--- config.mk ---
export PLATFORM = sky130hd
export DESIGN_NAME = sfsi_read_stage
export DESIGN_NICKNAME = d
export VERILOG_FILES = /design/src/rtl/sfsi_pkg.sv /design/src/rtl/sfsi_read_stage.sv
export SDC_FILE = /design/constraint.sdc
export NUM_CORES = 1
export LEC_CHECK = 0
export BUFFER_PORTS_ARGS = -buffer_cell sky130_fd_sc_hd__clkbuf_2
export CELL_PAD_IN_SITES_DETAIL_PLACEMENT = 0
export CELL_PAD_IN_SITES_GLOBAL_PLACEMENT = 2
export CORE_MARGIN = 3
export CORE_UTILIZATION = 24
export DETAILED_ROUTE_END_ITERATION = 7
export GPL_TIMING_DRIVEN = 0
export HOLD_SLACK_MARGIN = 0.08
export PLACE_DENSITY = 0.79
export SLEW_MARGIN = 20
export SYNTH_ARGS = -nofsm -noshare
export SYNTH_HDL_FRONTEND = slang
export SYNTH_SLANG_ARGS = --single-unit
--- constraint.sdc ---
create_clock -name clk -period 2.07 [get_ports clk]
set_input_delay 0.414 -clock clk [delete_from_list [all_inputs] [get_ports clk]]
set_output_delay 0.414 -clock clk [all_outputs]
set_load 0.01 [all_outputs]
--- src/rtl/sfsi_pkg.sv ---
package sfsi_pkg;

	// Default store depth
	localparam int NUM_SYMBOLS_DEF = 256;

	// Field widths fixed by the stream format
	localparam int SYM_W   = 8;
	localparam int FREQ_W  = 32;
	localparam int POS_W   = 8;
	localparam int TOTAL_W = 9;
	localparam int CMD_W   = 2;

	// Command codes carried on s_tuser
	typedef enum logic [CMD_W-1:0] {
		CMD_CLEAR  = 2'd0,
		CMD_INSERT = 2'd1,
		CMD_READ   = 2'd2
	} cmd_t;

	// One stored entry
	typedef struct packed {
		logic [SYM_W-1:0]  symbol;
		logic [FREQ_W-1:0] frequency;
	} entry_t;

	// Insert broadcast to every cell
	typedef struct packed {
		logic   en;
		entry_t data;
	} ins_t;

endpackage

--- src/rtl/sfsi_read_stage.sv ---
module sfsi_read_stage (
	input  logic             clk,
	input  logic             load,      // this cell is the requested position
	input  logic             shift,     // read chain moves one step down
	input  sfsi_pkg::entry_t own_data,
	input  sfsi_pkg::entry_t next_data, // read register of the upper neighbor
	output sfsi_pkg::entry_t rd_data
);

	sfsi_pkg::entry_t rd_q;

	assign rd_data = rd_q;

	// Capture own entry, then pass entries toward position zero
	always_ff @(posedge clk) begin
		if (load) begin
			rd_q <= own_data;
		end else if (shift) begin
			rd_q <= next_data;
		end
	end

endmodule

==> flow_metrics.py, run 1 <==
metrics = {
    "worst_setup_path": {
        "startpoint_type": "input port",
        "critPathKind": "in2reg",
        "cp_data_arrival_time_ns": 1.47,
        "critPathMaxStageDelay_ns": 0.51,
        "slowest_stage": "or2_2",
        "crit_path_end_kind": "flip-flop",
        "crit_chain": "buf_6 -> buf_12 -> or2_2 -> buf_16",
        "critical_path_required_ns": 2.11,
        "cp_max_fo": 21,
    },
    "clock_network": {
        "postCtsSetupRepairBufs": 0,
        "cts_buffer_depth": 2,
        "clock-sinks": 40,
        "clkTransAtPathRegs_ns": 0.08,
        "holdBufCountCts": 0,
        "htree_levels": 2,
        "cts-buffers-inserted": 5,
        "cts_resized": 0,
        "cts_tree": "built",
        "cts-root-buf": "clkbuf_8",
    },
    "power": {
        "p_total_mw": 1.867,
        "power.density_mw_per_mm2": 683.8,
        "max-vdd-ir-drop_mv": 0.2140,
        "p_leak_nw": 1.335,
    },
    "hold_path": {
        "hold_path_depth": 2,
        "hold_class": "in2reg",
    },
    "logic_synthesis": {
        "syn_area_per_cell_um2": 22.04,
        "synth_top_area_frac": 0.6337,
        "synth_cell_types": 6,
        "synthXorXnorAreaFrac": 0,
        "synth.area.mux_share": 0.3149,
        "synth_nets": 169,
        "synth-seq-cells": 40,
        "yosysSeqAreaShare": 0.6337,
        "ys_warn_count": 0,
        "synth_cells": 86,
        "synth_top_family_by_area": "multiplexers",
        "synth-simple-area-share": 0.003300,
        "yosys.area.top_type": "edfxtp_1",
        "netlist_area_mm2": 0.001896,
        "synth_compound_area_frac": 0,
        "ys_top_cells_by_area": "edfxtp_1, mux2_4, buf_12, buf_6, mux2_2",
        "yosys.area_share.adder": 0,
    },
    "routing": {
        "vias_per_cell": 3.908,
        "drt_iter0_markers": 10,
        "dr_wl_met3_um": 440,
        "wl_per_cell_um": 12.57,
        "dr_total_vias": 1227,
        "dr.pass1.iters": 4,
        "met1Wirelength_um": 1483,
        "routed-wl-met2_um": 1961,
        "drc": 0,
        "ant_nets": 0,
        "wl_um": 3948,
        "top_layer": "met4",
    },
    "timing": {
        "tightest_slew_ns": 0.5127,
        "finalCritPeriodShare": 0.6904,
        "hold_violations": 0,
        "rsz0062_at_grt": "false",
        "holdWs_ns": 0.4234,
        "relSlewSlack": 0.6582,
        "finalWorstPathRequiredPeriod_ns": 1.429,
        "drv_slew": 0,
        "finalSetupViolCount": 0,
        "fmax_mhz": 699.8,
    },
    "floorplan": {
        "die_w_um": 94.87,
        "io_pins": 123,
        "num_rows": 31,
        "fp.dieArea_mm2": 0.009000,
        "core_mm2": 0.007447,
        "die_h_um": 94.87,
        "initial_core_util": 0.2545,
    },
    "placement": {
        "dp.final_hpwl_um": 3335,
        "portBuffers": 121,
        "postPlaceCellArea_mm2": 0.002653,
        "gp_congestion": 0.6350,
    },
    "global_route": {
        "antenna_found_initial": 0,
        "grt_pass1_wl_um": 6168,
        "grt_pass1_vias": 1311,
        "gr-total-overflow": 0,
        "grt_max_degree": 22,
        "track_usage": 0.08867,
    },
    "layout": {
        "largest_register_ff_count": 40,
        "drive_gt1_frac": 0.8093,
        "fin_nets": 298,
        "n_antenna_cell": 0,
        "design_area_mm2": 0.002730,
        "final_util": 0.3666,
        "syn_to_final_growth_pct": 44.03,
    },
    "run_status": {
        "status": "finished clean",
    },
    "flow_run": {
        "maxCapViolCount": 0,
    },
}
## metrics by stage
stage	std cells	worst slack (ns)	TNS [ns]
finish	314	0.6409	0
global route	314	0.5962	0
CTS	314	0.6334	0
detailed placement	307	0.3216	0
global placement	306	-0.3578	-14.22
floorplan	86	0.05770	0
## critical path: cells and delay by family
family        cells  cell delay [ns]
buf+inv           3             0.52
simple gates      1             0.51
## cells in the mapped netlist
cell type  number
or2_1           1
buf_12          4
edfxtp_1       40
mux2_4         39
buf_6           1
mux2_2          1
## cell usage in the layout, fill, tap and decap left out
cell and instances:
buf_12 4, buf_6 1, clkbuf_8 5, clkbuf_1 1
or2_2 1, clkinv_2 1, buf_16 1, clkbuf_2 121
mux2_4 39, mux2_2 1, edfxtp_1 40
## per-layer routing
metal  vias up  GRT usage
met3         5    0.03267
met5         -          0
met2        73     0.1509
met1       559     0.1000
met4         0    0.03606
li1        590          -
## logic make-up after synthesis
kind of cell	count (synthesis)
simple gates	1
buf+inv	5
flops	40
mux	40
## final cells by class
type | count | area (um2)
multi-input combinational | 41 | 603.1
buffer | 5 | 91.34
clock buffer | 6 | 72.57
fill | 741 | 4717
sequential | 40 | 1201
clock inverter | 1 | 5.005
tap | 99 | 123.9
timing repair buffer | 122 | 633.1
## report_power, final
part	switching, mW	internal (mW)	total (mW)
clock	0.246	0.229	0.475
combinational	0.155	0.221	0.376
sequential	0.0216	0.994	1.02
total	0.423	1.44	1.87
## worst paths after layout
kind,start,endpoint
hold / removal,next_data[3],rd_data[3]
setup / recovery,load,rd_data[23]
Power figures use the tool's default switching activity.
==> inputs of run 2 (changes only) <==
--- a/config.mk
+++ b/config.mk
@@ -5,15 +5,16 @@
 export SDC_FILE = /design/constraint.sdc
 export NUM_CORES = 1
 export LEC_CHECK = 0
+export ABC_AREA = 1
 export BUFFER_PORTS_ARGS = -buffer_cell sky130_fd_sc_hd__clkbuf_2
 export CELL_PAD_IN_SITES_DETAIL_PLACEMENT = 0
 export CELL_PAD_IN_SITES_GLOBAL_PLACEMENT = 2
 export CORE_MARGIN = 3
-export CORE_UTILIZATION = 24
+export CORE_UTILIZATION = 23
 export DETAILED_ROUTE_END_ITERATION = 7
 export GPL_TIMING_DRIVEN = 0
 export HOLD_SLACK_MARGIN = 0.08
-export PLACE_DENSITY = 0.79
+export PLACE_DENSITY = 0.84
 export SLEW_MARGIN = 20
 export SYNTH_ARGS = -nofsm -noshare
 export SYNTH_HDL_FRONTEND = slang
==> constraint.sdc (replaced) <==
create_clock -name clk -period 1.45 [get_ports clk]
set_input_delay 0.29 -clock clk [delete_from_list [all_inputs] [get_ports clk]]
set_output_delay 0.29 -clock clk [all_outputs]
set_load 0.01 [all_outputs]
==> run 2 against run 1 <==
Compared with the run above:
- worst hold slack lost 0.16 ns
- synthesized area shrank 4.4%
- design area shrank 4.0%
- total power grew 41%
- flip-flop and latch count is the same
- via count grew 27%
- critical path type unchanged
- largest power group unchanged
- sequential share of layout area grew 1.8 points
- non-clock buffer count grew 3
- die area shrank 0.24%
- worst setup slack lost 0.47 ns
==> flow_metrics.py, run 2 <==
metrics = {
    "run_status": {
        "status": "finished clean",
    },
    "timing": {
        "finalCritPeriodShare": 0.8833,
        "finalSetupViolCount": 0,
        "relSlewSlack": 0.3605,
        "final.setup.tns_ns": 0,
        "fin_ws_ns": 0.1692,
        "rsz0062_at_grt": "false",
        "finalWorstPathRequiredPeriod_ns": 1.281,
        "hold_violations": 0,
        "tightest_slew_ns": 0.9592,
        "holdWs_ns": 0.2672,
        "fmax_mhz": 780.8,
        "drv_slew": 0,
    },
    "layout": {
        "design_area_mm2": 0.002621,
        "final_util": 0.3520,
        "drive_gt1_frac": 0.4900,
        "syn_to_final_growth_pct": 44.68,
        "n_antenna_cell": 0,
        "final_common_cell": "clkbuf_2",
        "fin_nets": 382,
        "largest_register_ff_count": 40,
        "layout_common_cells": "clkbuf_2, nand2_1, edfxtp_1",
    },
    "hold_path": {
        "hold_path_depth": 3,
        "hold_class": "in2reg",
    },
    "routing": {
        "dr_total_vias": 1555,
        "drt_iter0_markers": 37,
        "wl_um": 4587,
        "dr.pass1.iters": 4,
        "vias_per_cell": 3.897,
        "wl_per_cell_um": 11.50,
        "ant_nets": 0,
        "drc": 0,
    },
    "clock_network": {
        "cts_buffer_depth": 2,
        "postCtsSetupRepairBufs": 0,
        "clkTransAtPathRegs_ns": 0.07,
        "cts-buffers-inserted": 5,
        "cts_resized": 0,
        "cts_tree": "built",
        "holdBufCountCts": 0,
        "htree_levels": 2,
        "clock-sinks": 40,
        "cts-root-buf": "clkbuf_8",
    },
    "placement": {
        "portBuffers": 121,
        "place_ws_ns": -0.1919,
        "gp_congestion": 0.6416,
        "postPlaceCellArea_mm2": 0.002541,
        "dp.final_hpwl_um": 3585,
    },
    "power": {
        "max-vdd-ir-drop_mv": 0.2683,
        "power.density_mw_per_mm2": 1004,
        "p_leak_nw": 1.381,
    },
    "floorplan": {
        "core_mm2": 0.007447,
        "fp.dieArea_mm2": 0.008979,
        "io_pins": 123,
        "die_w_um": 94.76,
        "num_rows": 31,
        "die_h_um": 94.76,
        "initial_core_util": 0.2433,
    },
    "global_route": {
        "antenna_found_initial": 0,
        "grt_pass1_wl_um": 7169,
        "track_usage": 0.1037,
        "gr-total-overflow": 0,
        "grt_pass1_vias": 1609,
        "grt_max_degree": 41,
    },
    "logic_synthesis": {
        "synthMostInstantiatedCell": "nand2_1",
        "synthFlopType": "edfxtp_1",
        "syn_area_per_cell_um2": 10.59,
        "synth_common_cells": "nand2_1, edfxtp_1, nand2_2, buf_6, clkbuf_8",
        "synthArstFlopShare": 0,
        "synth_cell_types": 8,
        "yosysSeqAreaShare": 0.6630,
        "synth-seq-cells": 40,
        "ys_top_cells_by_area": "edfxtp_1, nand2_1, nand2_2, buf_6, clkbuf_8",
        "synth_cells": 171,
        "synth_nets": 254,
        "synth-edff-count": 40,
        "ys_warn_count": 0,
        "yosys.area.top_type": "edfxtp_1",
        "synth_top_area_frac": 0.6630,
        "netlist_area_mm2": 0.001812,
    },
    "worst_setup_path": {
        "cp_data_arrival_time_ns": 1.19,
        "cp.depth": 2,
        "critical_path_required_ns": 1.36,
        "cp_top_family": "simple AND/OR/NAND/NOR gates",
        "crit_chain": "buf_6 -> or2_2",
        "crit_path_end_kind": "flip-flop",
        "startpoint_type": "input port",
        "slowest_stage": "or2_2",
        "critPathBufInv": 1,
        "critPathMaxStageDelay_ns": 0.76,
        "cp_max_fo": 40,
        "critPathKind": "in2reg",
    },
    "flow_run": {
        "maxCapViolCount": 0,
    },
}
-- run 2: cells by family after synthesis --
logic type             Yosys count  share of synthesized area
AND/OR/NAND/NOR                121                     0.2659
flip-flops                      40                     0.6630
buffers and inverters           10                    0.07113
-- run 2: area by class of cell --
class	count	area, um2
Buffer	9	117.6
Clock buffer	7	76.32
Clock inverter	1	3.754
Fill cell	829	4826
Inverter	1	11.26
Multi-Input combinational cell	121	481.7
Sequential cell	40	1201
Tap cell	99	123.9
Timing Repair Buffer	121	605.6
-- run 2: per-stage QoR --
| step | cells | total power, mW |
|---|---|---|
| finish | 399 | 2.632 |
| global route | 399 | 2.791 |
| CTS | 399 | 2.685 |
| detailed placement | 391 | 1.974 |
| global placement | 391 | 1.967 |
| floorplan | 171 | 1.703 |
-- run 2: power breakdown --
part	switching, mW	leakage, nW	internal, mW
registers	0.0326	0.412	1.42
clock network	0.365	0.0399	0.335
logic	0.253	0.929	0.227
-- run 2: routing by layer --
metal | vias to the layer above | share of wire | GRT usage
li1 | 803 | - | -
met1 | 679 | 0.39 | 0.1112
met2 | 69 | 0.50 | 0.1903
met3 | 4 | 0.092 | 0.03665
met4 | 0 | 0.0078 | 0.03005
met5 | - | 0 | 0
-- run 2: path summary, 6_finish.rpt --
kind	startpoint	to
min	next_data[22]	rd_data[22]
max	load	rd_data[5]
